===== config.mk =====
export PLATFORM = sky130hd
export DESIGN_NAME = rlcd_cmd_fifo
export DESIGN_NICKNAME = d
export VERILOG_FILES = /design/src/rtl/rlcd_pkg.sv /design/src/rtl/rlcd_cmd_fifo.sv
export SDC_FILE = /design/constraint.sdc
export NUM_CORES = 1
export LEC_CHECK = 0
export ABC_CLOCK_PERIOD_IN_PS = 3250
export BUFFER_PORTS_ARGS = -buffer_cell sky130_fd_sc_hd__buf_4
export CAP_MARGIN = 20
export CELL_PAD_IN_SITES_DETAIL_PLACEMENT = 1
export CELL_PAD_IN_SITES_GLOBAL_PLACEMENT = 1
export CORE_MARGIN = 2
export CORE_UTILIZATION = 25
export DETAILED_ROUTE_END_ITERATION = 12
export HOLD_SLACK_MARGIN = 0.03
export PLACE_DENSITY = 0.62
export RECOVER_POWER = 50
export SYNTH_ARGS = -nofsm -noshare
export SYNTH_HDL_FRONTEND = slang
export SYNTH_SLANG_ARGS = --single-unit
export TNS_END_PERCENT = 1

===== constraint.sdc =====
create_clock -name clk -period 3.25 [get_ports clk]
set_clock_uncertainty 0.2 [all_clocks]
set_input_delay 0.1625 -clock clk [delete_from_list [all_inputs] [get_ports clk]]
set_output_delay 0.1625 -clock clk [all_outputs]
set_load 0.05 [all_outputs]

===== src/rtl/rlcd_pkg.sv =====
// ----------------------------------------------------------------------------
// rlcd_pkg
// shared types, codes and defaults of the led chain driver
// ----------------------------------------------------------------------------
package rlcd_pkg;

  localparam int MAX_LEDS_DEF = 256;
  localparam int CMD_DEPTH    = 2;
  localparam int PIX_W        = 24;

  localparam logic [7:0] LED_COUNT_RST   = 8'd15;
  localparam logic [7:0] ZERO_HIGH_RST   = 8'd5;
  localparam logic [7:0] ONE_HIGH_RST    = 8'd14;
  localparam logic [7:0] BIT_PERIOD_RST  = 8'd20;

  localparam logic [7:0] CFG_LED_COUNT   = 8'd0;
  localparam logic [7:0] CFG_ZERO_HIGH   = 8'd1;
  localparam logic [7:0] CFG_ONE_HIGH    = 8'd2;
  localparam logic [7:0] CFG_BIT_PERIOD  = 8'd3;

  localparam logic [2:0] ACT_WRITE_RGB   = 3'd0;
  localparam logic [2:0] ACT_WRITE_PACK  = 3'd1;
  localparam logic [2:0] ACT_WRITE_NUM   = 3'd2;
  localparam logic [2:0] ACT_SHOW        = 3'd3;
  localparam logic [2:0] ACT_TICK        = 3'd4;

  typedef struct packed {
    logic [2:0]  action;
    logic [7:0]  led_index;
    logic [7:0]  red;
    logic [7:0]  green;
    logic [7:0]  blue;
    logic [31:0] packed_value;
  } rlcd_in_t;

  typedef struct packed {
    logic accepted;
    logic line_level;
    logic busy_res;
  } rlcd_out_t;

  typedef struct packed {
    logic [7:0] led_count;
    logic [7:0] zero_high_ticks;
    logic [7:0] one_high_ticks;
    logic [7:0] bit_period_ticks;
  } rlcd_cfg_t;

  typedef enum logic [1:0] {
    CMD_NOP,
    CMD_WRITE,
    CMD_SHOW,
    CMD_TICK
  } rlcd_kind_t;

  // pixel holds green, red, blue from msb down
  typedef struct packed {
    rlcd_kind_t       kind;
    logic [7:0]       index;
    logic [PIX_W-1:0] pixel;
  } rlcd_cmd_t;

  typedef enum logic [1:0] {
    BK_CLEAR,
    BK_EXEC,
    BK_WAIT
  } rlcd_bk_state_t;

endpackage


===== src/rtl/rlcd_cmd_fifo.sv =====
// ----------------------------------------------------------------------------
// rlcd_cmd_fifo
// short queue of decoded commands between front and back end
// ----------------------------------------------------------------------------
module rlcd_cmd_fifo (
  input  logic               clk,
  input  logic               rst_n,
  input  logic               push,
  input  rlcd_pkg::rlcd_cmd_t cmd_in,
  input  logic               pop,
  output rlcd_pkg::rlcd_cmd_t cmd_out,
  output logic               full,
  output logic               empty
);

  localparam int DEPTH = rlcd_pkg::CMD_DEPTH;
  localparam int AW    = (DEPTH > 1) ? $clog2(DEPTH) : 1;
  localparam int CNTW  = $clog2(DEPTH + 1);

  rlcd_pkg::rlcd_cmd_t slot_r [DEPTH];
  logic [AW-1:0]   wr_r, wr_nxt;
  logic [AW-1:0]   rd_r, rd_nxt;
  logic [CNTW-1:0] cnt_r, cnt_nxt;

  assign full    = (cnt_r == CNTW'(DEPTH));
  assign empty   = (cnt_r == '0);
  assign cmd_out = slot_r[rd_r];

  always_comb begin
    wr_nxt  = wr_r;
    rd_nxt  = rd_r;
    cnt_nxt = cnt_r;
    if (push) begin
      wr_nxt = (wr_r == AW'(DEPTH - 1)) ? '0 : wr_r + AW'(1);
    end
    if (pop) begin
      rd_nxt = (rd_r == AW'(DEPTH - 1)) ? '0 : rd_r + AW'(1);
    end
    if (push && !pop) begin
      cnt_nxt = cnt_r + CNTW'(1);
    end else if (pop && !push) begin
      cnt_nxt = cnt_r - CNTW'(1);
    end
  end

  always_ff @(posedge clk) begin
    if (!rst_n) begin
      wr_r  <= '0;
      rd_r  <= '0;
      cnt_r <= '0;
    end else begin
      wr_r  <= wr_nxt;
      rd_r  <= rd_nxt;
      cnt_r <= cnt_nxt;
    end
  end

  always_ff @(posedge clk) begin
    if (push) begin
      slot_r[wr_r] <= cmd_in;
    end
  end

endmodule


* After elaboration in Yosys (flattened, before gate mapping) *
Memory sizes are Yosys's and may differ from the RTL's. A register that Yosys moved wholly into a read port is not among the register bits.
Index checks and enable logic that the tools add are counted.
Widths: inputs -> output; s select.

operators by class
  muxes and demuxes = 8
  div/mod/pow operators = 0
  bitwise operators = 0
  equal/unequal tests = 1
  shift operators = 0
  $mul = 0
  add/sub/neg operators = 4
  reductions and logical operators = 6
  order comparisons = 0

operator list
  cell                 count
  $mux 1               6
  $mux 2               2
  $add 1x1->1 const B  2
  $add 2x1->2 const B  1
  $eq 2x2->1 const B   1
  $logic_and 1x1->1    2
  $logic_not 1->1      2
  $logic_not 2->1      1
  $reduce_bool 2->1    1
  $sub 2x1->2 const B  1

storage, ports and cells
  output and inout port bits = 36
  bits in registers = 4
  bits of input ports = 38
  memories = 1
  bits in read-only memories = 0
  bits in latches = 0
  logic and storage cells = 23
  memory bits (writable) = 68

memories
  name    words  bits a word  rd ports  clocked after Yosys merged registers in  wr ports  line                 text
  slot_r  2      34           1         1                                        1         rlcd_cmd_fifo.sv:20  rlcd_pkg::rlcd_cmd_t slot_r [DEPTH];

* Logic depth before layout (Yosys ltp) *
  depth in word-level cells = 4
  gate-level depth with buffers = 5
  gate-level depth less buffers = 5

* Worst setup path after synthesis *
Ideal clock, no wire load.

  path type = reg-to-reg
  from = register wr_r
  to = memory slot_r[0][0] in the netlist's numbering, enable pin
  library setup time = 0.430 ns
  arrival time = 1.864 ns
  stages on the path, launching flop included = 2
  data required time = 2.620 ns
  buffers on the path = 0
  path slack = 0.756 ns
  period minus slack after synthesis = 2.494 ns
  path through = dfxtp_1 nor2b_1

RTL lines
  element                 line                 text
  start, declared         rlcd_cmd_fifo.sv:21  logic [AW-1:0] wr_r, wr_nxt;
  start signal, assigned  rlcd_cmd_fifo.sv:52  wr_r <= wr_nxt;
  end, declared           rlcd_cmd_fifo.sv:20

Straight into the memory's write port.

==> flow_metrics.env <==
export IMPL_core_um2=10400
export IMPL_first_iter_violations=44
export IMPL_drc=0
export IMPL_die_w_um=107
export IMPL_critPathSlowestCell="dfxtp_2"
export IMPL_avgSynthCellArea_um2=20.9
export IMPL_drtAntennaViolNets=0
export IMPL_dp_worst_setup_slack_ns=1.34
export IMPL_cts_tree="built"
export IMPL_vias=1545
export IMPL_grt_pass1_wl_um=7680
export IMPL_fin_nets=285
export IMPL_crit_family="flip-flops"
export IMPL_slew_violations=0
export IMPL_cts_root_buf="clkbuf_8"
export IMPL_fill_cells=1069
export IMPL_gp_congestion=0.606
export IMPL_clock_sinks=73
export IMPL_initial_core_util_pct=25.8
export IMPL_cp_end_kind="output port"
export IMPL_syn_cell_area_um2=2670
export IMPL_whs_ns=0.130
export IMPL_tightest_slew_ns=0.889
export IMPL_worstSetupPathDepth=2
export IMPL_io_pins=74
export IMPL_yosysWarnings=0
export IMPL_antenna_found_initial=0
export IMPL_fin_crit_sh_pct=68.6
export IMPL_path_cells="mux2_2 -> buf_4"
export IMPL_clock_path_buffers=2
export IMPL_cts_hold_buf=37
export IMPL_die_y_um=107
export IMPL_path_clk_slew_ns=0.08
export IMPL_max_freq_mhz=448
export IMPL_worst_setup_path_start_kind="flip-flop"
export IMPL_p_leak_uw=0.00147
export IMPL_cpPeakStageDelay_ns=0.90
export IMPL_postCtsSetupRepairBufs=0
export IMPL_seq_area_frac_synth_pct=80.2
export IMPL_reg2reg_depth=3
export IMPL_crit_type="flip-flop to output port"
export IMPL_ys_ff_latch=73
export IMPL_setup_ws_ns=1.02
export IMPL_firstDrtPassIters=4
export IMPL_synth_cell_types=17
export IMPL_setup_viol=0
export IMPL_crit_arrival_ns=1.87
export IMPL_tns_ns=0
export IMPL_portBuffers=73
export IMPL_h_tree_depth=3
export IMPL_status="finished clean"
export IMPL_diodes=0
export IMPL_cp_required_ns=2.89
export IMPL_grt_ovfl_total=0
export IMPL_areaGrowthSynthToFinish_pct=48.3
export IMPL_dieArea_um2=11500
export IMPL_maxCapViolations=0
export IMPL_wl_per_cell_um=12.8
export IMPL_maxSlewHeadroom_pct=40.8
export IMPL_grt_max_degree=36
export IMPL_grt_usage_pct=8.91
export IMPL_rows=37
export IMPL_place_hpwl_um=2960
export IMPL_synth_nets=167
export IMPL_powerDensity_nw_per_um2=577
export IMPL_via_per_inst=3.99
export IMPL_power_uw=2290
export IMPL_drive_above_1_share_pct=48.6
export IMPL_drt_wl_total_um=4960
export IMPL_insertion_delay_ns=0.33
export IMPL_cts_resized=0
export IMPL_whs_path_depth=4
export IMPL_crit_fanout=34
export IMPL_first_global_vias=1636
export IMPL_min_path_type="primary input to flip-flop"
export IMPL_finalHoldViolations=0
export IMPL_cts_buffers=9
export IMPL_period_needed_ns=2.23
export IMPL_rsz0062_at_grt="no"
export IMPL_crit_buf_inv=1
export IMPL_postSynthCellCount=128
export IMPL_ir_drop_mv=0.223
-- tightest hold or removal path, stage by stage --
cell and delay [ns]:
buf_4 0.10, ha_1 0.18, or3_1 0.12, a21boi_1 0.05
-- cells in the final DEF (no fill, tap or decap) --
master / count
nor2b_1: 1
clkbuf_4: 31
and2_0: 2
clkbuf_8: 9
or3_1: 1
buf_16: 1
dfxtp_1: 4
and2_2: 1
clkbuf_1: 6
a21boi_1: 1
ha_1: 1
nor2b_4: 1
and2_1: 1
bufinv_16: 2
o21a_1: 1
dfxtp_2: 1
xor2_1: 2
o21ai_0: 1
inv_1: 1
nor2_1: 1
clkinv_2: 3
mux2_2: 34
and2b_2: 1
xnor2_1: 1
edfxtp_1: 68
buf_4: 37
clkinvlp_4: 1
dlygate4sd3_1: 37
-- sequential cells by signal, indices dropped and copies added, names as in the netlist, named ones only --
signal,count
slot_r,68
rd_r,1
cnt_r,2
wr_r,1
-- power breakdown --
part           switching (uW)  total (uW)  leakage [uW]  internal (uW)
logic                     248         420      0.000684            172
registers                30.9        1110      0.000680           1080
clock network             325         753      0.000106            429
-- layout make-up --
class	count	area [um^2]	area share, %
well taps	136	170	4.30
clock buffers	10	128	3.22
clock inverters	6	82.6	2.08
multi-input cells	50	507	12.8
flip-flops and latches	73	2140	54.1
inverters	1	3.75	0.0948
repair buffers	111	927	23.4
-- synthesized netlist by cell type --
| cell | n | area share [%] |
|---|---|---|
| a21boi_1 | 1 | 0.28 |
| and2_1 | 4 | 0.94 |
| and2b_2 | 1 | 0.33 |
| buf_2 | 1 | 0.19 |
| buf_4 | 3 | 0.84 |
| dfxtp_1 | 5 | 3.7 |
| edfxtp_1 | 68 | 76 |
| ha_1 | 1 | 0.47 |
| inv_1 | 1 | 0.14 |
| mux2_2 | 34 | 14 |
| nor2_1 | 1 | 0.14 |
| nor2b_1 | 2 | 0.47 |
| o21a_1 | 1 | 0.28 |
| o21ai_0 | 1 | 0.19 |
| or3_1 | 1 | 0.23 |
| xnor2_1 | 1 | 0.33 |
| xor2_1 | 2 | 0.66 |
-- worst paths after layout --
check,start,to,slack [ns]
max,flip-flop,cmd_out[10],1.02
min,push,cnt_r[1],0.13
max reg2reg,wr_r,wr_r,1.40
min reg2reg,cnt_r[1],cnt_r[1],0.31
-- cell families after synthesis --
kind of cell / share of synthesized area (%)
AOI/OAI and AO/OA: 0.749
DFF: 80.2
buffers and inverters: 1.17
and+or+nand+nor: 2.11
muxes: 14.3
adders and majority gates: 0.468
xor gates and xnor gates: 0.984
-- layer usage --
| metal | share of wire [%] | track usage [%] |
|---|---|---|
| met1 | 40 | 10.0 |
| met2 | 53 | 15.0 |
| met3 | 5.1 | 2.72 |
| met4 | 1.9 | 4.95 |
| met5 | 0 | 0 |
-- through the flow --
step	utilization [%]	cell area, um^2	instances
global placement	32.5	3370	333
floorplan	-	2670	128
finish	38.2	3960	387
detailed placement	32.5	3370	333
CTS	38.1	3950	386
global route	38.2	3960	387
Power figures use the tool's default switching activity.
