### src/rtl/rlcd_pkg.sv
// ----------------------------------------------------------------------------
// rlcd_pkg
// shared types, codes and defaults of the led chain driver
// ----------------------------------------------------------------------------
package rlcd_pkg;

  localparam int MAX_LEDS_DEF = 256;
  localparam int CMD_DEPTH    = 2;
  localparam int PIX_W        = 24;

  localparam logic [7:0] LED_COUNT_RST   = 8'd15;
  localparam logic [7:0] ZERO_HIGH_RST   = 8'd5;
  localparam logic [7:0] ONE_HIGH_RST    = 8'd14;
  localparam logic [7:0] BIT_PERIOD_RST  = 8'd20;

  localparam logic [7:0] CFG_LED_COUNT   = 8'd0;
  localparam logic [7:0] CFG_ZERO_HIGH   = 8'd1;
  localparam logic [7:0] CFG_ONE_HIGH    = 8'd2;
  localparam logic [7:0] CFG_BIT_PERIOD  = 8'd3;

  localparam logic [2:0] ACT_WRITE_RGB   = 3'd0;
  localparam logic [2:0] ACT_WRITE_PACK  = 3'd1;
  localparam logic [2:0] ACT_WRITE_NUM   = 3'd2;
  localparam logic [2:0] ACT_SHOW        = 3'd3;
  localparam logic [2:0] ACT_TICK        = 3'd4;

  typedef struct packed {
    logic [2:0]  action;
    logic [7:0]  led_index;
    logic [7:0]  red;
    logic [7:0]  green;
    logic [7:0]  blue;
    logic [31:0] packed_value;
  } rlcd_in_t;

  typedef struct packed {
    logic accepted;
    logic line_level;
    logic busy_res;
  } rlcd_out_t;

  typedef struct packed {
    logic [7:0] led_count;
    logic [7:0] zero_high_ticks;
    logic [7:0] one_high_ticks;
    logic [7:0] bit_period_ticks;
  } rlcd_cfg_t;

  typedef enum logic [1:0] {
    CMD_NOP,
    CMD_WRITE,
    CMD_SHOW,
    CMD_TICK
  } rlcd_kind_t;

  // pixel holds green, red, blue from msb down
  typedef struct packed {
    rlcd_kind_t       kind;
    logic [7:0]       index;
    logic [PIX_W-1:0] pixel;
  } rlcd_cmd_t;

  typedef enum logic [1:0] {
    BK_CLEAR,
    BK_EXEC,
    BK_WAIT
  } rlcd_bk_state_t;

endpackage

### src/rtl/rlcd_front.sv
// ----------------------------------------------------------------------------
// rlcd_front
// takes items in and turns each into a command for the queue
// ----------------------------------------------------------------------------
module rlcd_front (
  input  logic                start,
  output logic                busy,
  input  rlcd_pkg::rlcd_in_t  in_data,
  input  logic                q_full,
  input  logic                clearing,
  output logic                push,
  output rlcd_pkg::rlcd_cmd_t cmd
);

  assign busy = q_full || clearing;
  assign push = start && !busy;

  always_comb begin
    cmd.kind  = rlcd_pkg::CMD_NOP;
    cmd.index = in_data.led_index;
    cmd.pixel = {in_data.packed_value[15:8], in_data.packed_value[23:16],
                 in_data.packed_value[7:0]};
    unique case (in_data.action)
      rlcd_pkg::ACT_WRITE_RGB: begin
        cmd.kind  = rlcd_pkg::CMD_WRITE;
        cmd.pixel = {in_data.green, in_data.red, in_data.blue};
      end
      rlcd_pkg::ACT_WRITE_PACK: begin
        cmd.kind = rlcd_pkg::CMD_WRITE;
      end
      rlcd_pkg::ACT_WRITE_NUM: begin
        cmd.kind  = rlcd_pkg::CMD_WRITE;
        // one-based number, wraps at 8 bits
        cmd.index = in_data.packed_value[31:24] - 8'd1;
      end
      rlcd_pkg::ACT_SHOW: begin
        cmd.kind = rlcd_pkg::CMD_SHOW;
      end
      rlcd_pkg::ACT_TICK: begin
        cmd.kind = rlcd_pkg::CMD_TICK;
      end
      default: begin
        cmd.kind = rlcd_pkg::CMD_NOP;
      end
    endcase
  end

endmodule

### config.mk
export PLATFORM = sky130hd
export DESIGN_NAME = rlcd_front
export DESIGN_NICKNAME = d
export VERILOG_FILES = /design/src/rtl/rlcd_pkg.sv /design/src/rtl/rlcd_front.sv
export SDC_FILE = /design/constraint.sdc
export NUM_CORES = 1
export LEC_CHECK = 0
export BUFFER_PORTS_ARGS = -buffer_cell sky130_fd_sc_hd__buf_2
export CORE_MARGIN = 2
export CORE_UTILIZATION = 27
export DETAILED_ROUTE_END_ITERATION = 10
export PLACE_DENSITY_LB_ADDON = 0.08
export SLEW_MARGIN = 20
export SYNTH_ARGS = -nofsm -noshare
export SYNTH_HDL_FRONTEND = slang
export SYNTH_SLANG_ARGS = --single-unit
### constraint.sdc
create_clock -name vclk -period 2.1
set_input_delay 0.315 -clock vclk [all_inputs]
set_output_delay 0.315 -clock vclk [all_outputs]
set_load 0.05 [all_outputs]
# Yosys cells after proc, flatten, opt, wreduce, memory -nomap -nowiden

Cells that the tools add are included.

Register bits after elaboration: 0
Bits in latches: 0
RAM bits: 0
Memory bits (read-only): 0
Input bits: 70
Output and inout port bits: 36
Memories kept: 0

Add/sub/neg operators: 1
Multipliers: 0
Divide/modulo/power cells: 0
$lt $le $gt $ge: 0
Equality and inequality tests: 4
Shift operators: 0
Mux-type cells: 3
Bitwise gates (word level): 0
Reduce and logical (&&, ||, !) cells: 5

Operator list:

| cell                  | count |
|---|---|
| $mux W24              | 1 |
| $mux W8               | 1 |
| $sub A8 B1 Y8 const B | 1 |
| $eq A3 B2 Y1 const B  | 2 |
| $pmux W2 S3           | 1 |
| $eq A3 B1 Y1 const B  | 1 |
| $eq A3 B3 Y1 const B  | 1 |
| $logic_not A3 Y1      | 1 |
| $reduce_or A3 Y1      | 1 |
| $logic_and A1 B1 Y1   | 1 |
| $logic_not A1 Y1      | 1 |
| $logic_or A1 B1 Y1    | 1 |

# Depth between registers and ports, before layout

Gate-level depths: netlist of the first run.

Depth in word-level cells: 3
Depth in mapped cells: 5
Mapped depth without buffers: 5

# Least setup slack after synthesis of the first run

OpenSTA, ideal clock, no wires.

Kind: input-to-output
From: input port in_data[66] (netlist name)
To: output port cmd[27] (netlist name)
Arrival: 2.017 ns
Required time: 1.785 ns
Path slack: -0.232 ns
Stages on the path: 3
Buffers on the path: 1
Cells stage by stage: or3b_1 > clkbuf_1 > o21ai_0

RTL lines:

| item        | RTL line         | source |
|---|---|---|
| from (decl) | rlcd_front.sv:8  | `input rlcd_pkg::rlcd_in_t in_data,` |
| to (decl)   | rlcd_front.sv:12 | `output rlcd_pkg::rlcd_cmd_t cmd` |

==> impl_metrics.py, run 1 <==
metrics = {
    "drt": {
        "detail_route.drc_violations": 0,
        "drt-vias-per-instance": 4.395,
        "detailroute.via_count": 945,
        "remaining_antenna_violation_count": 0,
        "postRouteWirelength_um": 2221,
        "length_of_the_first_detailed_routing_pass_in_iterations": 3,
        "wire_per_inst_um": 10.33,
        "detailedRoute.firstIterationViolations": 4,
    },
    "place": {
        "detailed_place.area_mm2": 0.001191,
        "port_buffers": 106,
        "dpl.cell_count": 215,
        "place_congestion": 0.7932,
        "hpwl_um": 1988,
    },
    "power": {
        "switch_share_pct": 64.90,
        "powerDensity_mw_per_mm2": 321.4,
        "p_seq_share_pct": 0,
        "cell_internal_pwr_mw": 0.1364,
        "power_leakage_nw": 0.6799,
        "power_frac_comb_pct": 100.0,
        "total_power_mw": 0.3885,
        "ir_drop_mv": 0.2338,
        "p_clk_share_pct": 0,
        "switching_power_mw": 0.2521,
    },
    "synth": {
        "netlist_top_cells_count": "24 x sky130_fd_sc_hd__mux2_2, 8 x sky130_fd_sc_hd__nand2_1, 5 x sky130_fd_sc_hd__nor2_1, 5 x sky130_fd_sc_hd__o21ai_0, 4 x sky130_fd_sc_hd__inv_1",
        "synthesized_area_per_cell_um2": 7.456,
        "synthDominantCellAreaShare_pct": 48.98,
        "synth_xor_xnor_area_share_pct": 1.587,
        "syn-num-nets": 145,
        "synth.top_cells.by_area": "sky130_fd_sc_hd__mux2_2 49%, sky130_fd_sc_hd__nand2_1 5.4%, sky130_fd_sc_hd__o21ai_0 4.5%",
        "netlist-cell-type-count": 24,
        "synth_compound_gate_area_share_pct": 12.02,
        "synth.largest_area_cell": "sky130_fd_sc_hd__mux2_2",
        "synth_top_family_by_area": "multiplexers",
        "synth.mux.area_fraction_pct": 48.98,
        "synth-warning-count": 0,
        "yosys.area_share.adder_pct": 2.268,
        "synthesis.area_um2": 551.8,
        "synthesis.instances": 74,
        "most_numerous_cell_in_the_yosys_netlist": "sky130_fd_sc_hd__mux2_2",
        "basic_gate_share_of_the_synthesized_area_counting_and_or_nand_and_nor_cells_pct": 29.93,
        "share_of_synthesized_area_occupied_by_flip_flops_and_latches_pct": 0,
    },
    "sta": {
        "max_fclk_mhz": 491.2,
        "hold-worst-slack_ps": 975.2,
        "rsz0062_at_grt": "false",
        "worst-slew-pin-transition_ps": 389.7,
        "slew_headroom_pct": 73.82,
        "finalSetupViolations": 0,
        "timing.final.max_slew_violations": 0,
        "final_period_utilization_pct": 96.95,
        "timing.final.crit_period_ps": 2036,
        "hold_viol": 0,
    },
    "flow_run": {
        "max_cap_violations": 0,
    },
    "hold_path": {
        "min-delay-path-class": "in -> out",
        "timing.hold.worst_path_depth": 4,
    },
    "grt": {
        "first_global_vias": 883,
        "grt.overflow.total": 0,
        "grt_antenna_before_repair": 0,
        "globalRouteMet1Util_pct": 19.41,
        "globalRouteMet3Util_pct": 1.840,
        "grt.busiest_layer": "met2",
        "groute.usage.overall_pct": 17.54,
        "grt_util_met2_pct": 36.71,
        "grt_start_max_net_pins": 15,
        "grt_first_pass_wirelength_um": 3629,
    },
    "clock_network": {
        "cts-hold-fix-buffers": 0,
        "postCtsSetupBuffers": 0,
    },
    "cells_and_area": {
        "clock_buffer_count": 0,
        "finalCoreUtilization_pct": 62.24,
        "seqCellArea_um2": 0,
        "diodes": 0,
        "post_route_cells_drive_above_1_share_pct": 78.19,
        "nFlopsAndLatches": 0,
        "final_instance_area_mm2": 0.001209,
        "syn_to_final_growth_pct": 119.0,
        "final_cells": 215,
        "nets": 261,
        "fillCellCount": 192,
    },
    "critical_path": {
        "arrival_ps": 1720,
        "worstSetupEndpointType": "primary output",
        "max_stage_delay_ps": 450,
        "critical_path_required_ps": 1780,
        "timing.setup.critical_path_class": "in -> out",
        "slowest_cell_on_the_critical_path": "sky130_fd_sc_hd__or4b_4",
        "worst-path-max-fanout": 2,
        "crit_path_start_kind": "primary input",
        "critical_path.cell_chain": "buf_2 > inv_1 > ha_1 > or4b_4 > or4_1 > nand3_2 > buf_6",
    },
    "die": {
        "top_level_ports": 106,
        "start_util_pct": 28.41,
        "core_area_mm2": 0.001942,
        "die_height_um": 49.21,
        "placement_rows": 16,
        "die_area_mm2": 0.002421,
        "dieWidth_um": 49.21,
    },
    "outcome": {
        "run_status": "finished, final reports clean",
    },
}
## metrics by stage
stage,TNS [ps],worst slack [ps]
after floorplan,-448.1,-224.0
after global placement,-23.47,-23.47
after detailed placement,-32.84,-32.84
after CTS,0,25.93
after global routing,0,5.565
final,0,63.96
## routing by layer
layer	share of wire (%)	wire length, um	vias up
met5	0	0	-
met4	0	0	0
met3	9.2	204	0
met2	56	1235	50
met1	35	781	391
li1	-	-	504
## power groups by stage
stage               registers [mW]  clock network [mW]  logic [mW]
floorplan                        0                   0       0.256
global placement                 0                   0       0.381
detailed placement               0                   0       0.385
CTS                              0                   0       0.387
global route                     0                   0       0.413
finish                           0                   0       0.389
## layout by cell type (no fill, tap or decap), types with 2 or more instances in the layout
cell / instances
sky130_fd_sc_hd__nand2b_1: 2
sky130_fd_sc_hd__nor2_1: 5
sky130_fd_sc_hd__or2_2: 2
sky130_fd_sc_hd__buf_4: 12
sky130_fd_sc_hd__o211ai_1: 2
sky130_fd_sc_hd__nand3_1: 2
sky130_fd_sc_hd__mux2_2: 24
sky130_fd_sc_hd__inv_1: 4
sky130_fd_sc_hd__or4_1: 3
sky130_fd_sc_hd__nand2_1: 8
sky130_fd_sc_hd__o21ai_0: 4
sky130_fd_sc_hd__buf_2: 104
## timing repair
action | CTS | global route
gates resized for setup | 1 | 5
endpoints found under the hold margin | 0 | 0
pin swaps | 0 | 1
endpoints found under the setup margin | 1 | 2
## path summary, 6_finish.rpt
kind / endpoint / from / slack [ps]
min: cmd[30] / in_data[62] / 980
max: cmd[30] / in_data[24] / 60
## cell families after synthesis
logic type / after synthesis
buf+inv: 7
fa+ha+maj: 1
compound gates: 11
simple gates: 30
mux: 24
xor+xnor: 1
## cell type report
type | instances | area (um2) | area share [%]
multi-input cells | 67 | 538.0 | 44.51
well taps | 27 | 33.78 | 2.795
inverters | 4 | 15.01 | 1.242
repair buffers | 117 | 621.8 | 51.45
## worst max-delay path, delay by kind of cell
family,cells,cell delay (ps)
adder cells (fa/ha/maj),1,150
buffers and inverters,3,300
AND/OR/NAND/NOR,3,950
No activity file was read; power rests on OpenSTA's default activity.
==> run 2: changes to the inputs <==
--- a/config.mk
+++ b/config.mk
@@ -9,7 +9,7 @@
 export CORE_MARGIN = 2
 export CORE_UTILIZATION = 27
 export DETAILED_ROUTE_END_ITERATION = 10
-export PLACE_DENSITY_LB_ADDON = 0.08
+export PLACE_DENSITY = 0.83
 export SLEW_MARGIN = 20
 export SYNTH_ARGS = -nofsm -noshare
 export SYNTH_HDL_FRONTEND = slang
==> run 2 against run 1 <==
  * Die area did not move
  * Utilization rose by 0.77 points
  * Maximum frequency fell by 2.5%
  * First-iteration DRC count rose to 2.5 times the previous value
  * Hold slack improved by 4.1 ps
  * Non-clock buffer count fell by 1
  * Wire length rose by 18%
  * Power rose by 2.3%
  * Design area rose by 1.2%
  * Cell count fell by 0.47%
  * Combinational power rose by 2%
  * Sequential cell count did not move
  * Largest cell class unchanged
  * Largest power group unchanged
  * Highest routed layer is now met4
==> impl_metrics.py, run 2 (synthesis gave the netlist of run 1 again) <==
metrics = {
    "outcome": {
        "run_status": "finished, final reports clean",
    },
    "cells_and_area": {
        "commonest_cells_after_routing_fill_and_taps_aside": "104 x sky130_fd_sc_hd__buf_2, 24 x sky130_fd_sc_hd__mux2_2, 9 x sky130_fd_sc_hd__buf_4",
        "final_cells": 214,
        "nFlopsAndLatches": 0,
        "final_instance_area_mm2": 0.001224,
        "syn_to_final_growth_pct": 121.8,
        "clock_buffer_count": 0,
        "seqCellArea_um2": 0,
        "nets": 260,
        "diodes": 0,
        "layout.cells.most_common": "sky130_fd_sc_hd__buf_2",
        "post_route_cells_drive_above_1_share_pct": 79.14,
    },
    "drt": {
        "detailedRoute.firstIterationViolations": 10,
        "drt-vias-per-instance": 4.579,
        "detail_route.drc_violations": 0,
        "postRouteWirelength_um": 2626,
        "remaining_antenna_violation_count": 0,
        "detailroute.via_count": 980,
        "length_of_the_first_detailed_routing_pass_in_iterations": 4,
        "wire_per_inst_um": 12.27,
    },
    "grt": {
        "first_global_vias": 928,
        "grt_start_max_net_pins": 25,
        "grt_first_pass_wirelength_um": 4036,
        "grt_antenna_before_repair": 0,
        "groute.usage.overall_pct": 20.28,
        "grt.overflow.total": 0,
    },
    "sta": {
        "rsz0062_at_grt": "true",
        "slew_headroom_pct": 74.34,
        "hold_viol": 0,
        "timing.final.max_slew_violations": 0,
        "worst-slew-pin-transition_ps": 381.9,
        "max_fclk_mhz": 479.1,
        "finalSetupViolations": 0,
        "final_period_utilization_pct": 99.40,
        "finalSetupTns_ps": 0,
        "timing.final.crit_period_ps": 2087,
    },
    "critical_path": {
        "crit_path_start_kind": "primary input",
        "worst-path-max-fanout": 2,
        "critical_path_required_ps": 1780,
        "timing.setup.critical_path_class": "in -> out",
        "arrival_ps": 1770,
        "worstSetupEndpointType": "primary output",
    },
    "clock_network": {
        "cts_repair_resize_count": 3,
        "cts-hold-fix-buffers": 0,
        "postCtsSetupBuffers": 0,
    },
    "die": {
        "start_util_pct": 28.41,
        "core_area_mm2": 0.001942,
        "top_level_ports": 106,
        "placement_rows": 16,
        "dieWidth_um": 49.21,
        "die_height_um": 49.21,
        "die_area_mm2": 0.002421,
    },
    "power": {
        "powerDensity_mw_per_mm2": 324.9,
        "power_leakage_nw": 0.6819,
        "ir_drop_mv": 0.2317,
        "total_power_mw": 0.3976,
    },
    "place": {
        "dpl.cell_count": 214,
        "place_congestion": 0.7685,
        "detailed_place.area_mm2": 0.001196,
        "hpwl_um": 2349,
        "port_buffers": 106,
    },
    "hold_path": {
        "min-delay-path-class": "in -> out",
    },
    "flow_run": {
        "max_cap_violations": 0,
    },
}
==> run 2: per-layer routing <==
metal	wire length [um]	GRT usage, %
met1	943	21.79
met2	1497	41.89
met3	173	2.147
met4	12	2.857
met5	0	0
==> run 2: where the power goes <==
part	total, mW	internal (mW)	switching [mW]
Clock	0	0	0
Sequential	0	0	0
Combinational	0.398	0.139	0.258
Total	0.398	0.139	0.258
==> run 2: path summary, 6_finish.rpt <==
kind,endpoint,cells past startpoint,startpoint
worst min-delay path,cmd[30],4,in_data[62]
worst max-delay path,cmd[30],7,in_data[24]
==> run 2: cell type report <==
class / instances / area, um2
multi-input combinational: 67 / 544.3
tap: 27 / 33.78
fill: 187 / 718.2
inverter: 4 / 15.01
timing repair buffer: 116 / 630.6
==> run 2: metrics by stage <==
| stage | hold slack [ps] | worst slack (ps) | util (%) |
|---|---|---|---|
| after detailed placement | 993.2 | -83.71 | 61.60 |
| final | 979.3 | 12.59 | 63.02 |
| after floorplan | 845.2 | -224.0 | - |
| after global placement | 989.3 | -48.92 | 61.60 |
| after CTS | 973.8 | 3.253 | 62.18 |
| after global routing | 1007 | -25.53 | 63.02 |
==> run 2: critical path, cell delays in order <==
cell and delay (ps):
sky130_fd_sc_hd__buf_2 110, sky130_fd_sc_hd__inv_1 50, sky130_fd_sc_hd__ha_1 160, sky130_fd_sc_hd__or4b_4 460, sky130_fd_sc_hd__or4_4 430, sky130_fd_sc_hd__nand3_2 110, sky130_fd_sc_hd__buf_8 150
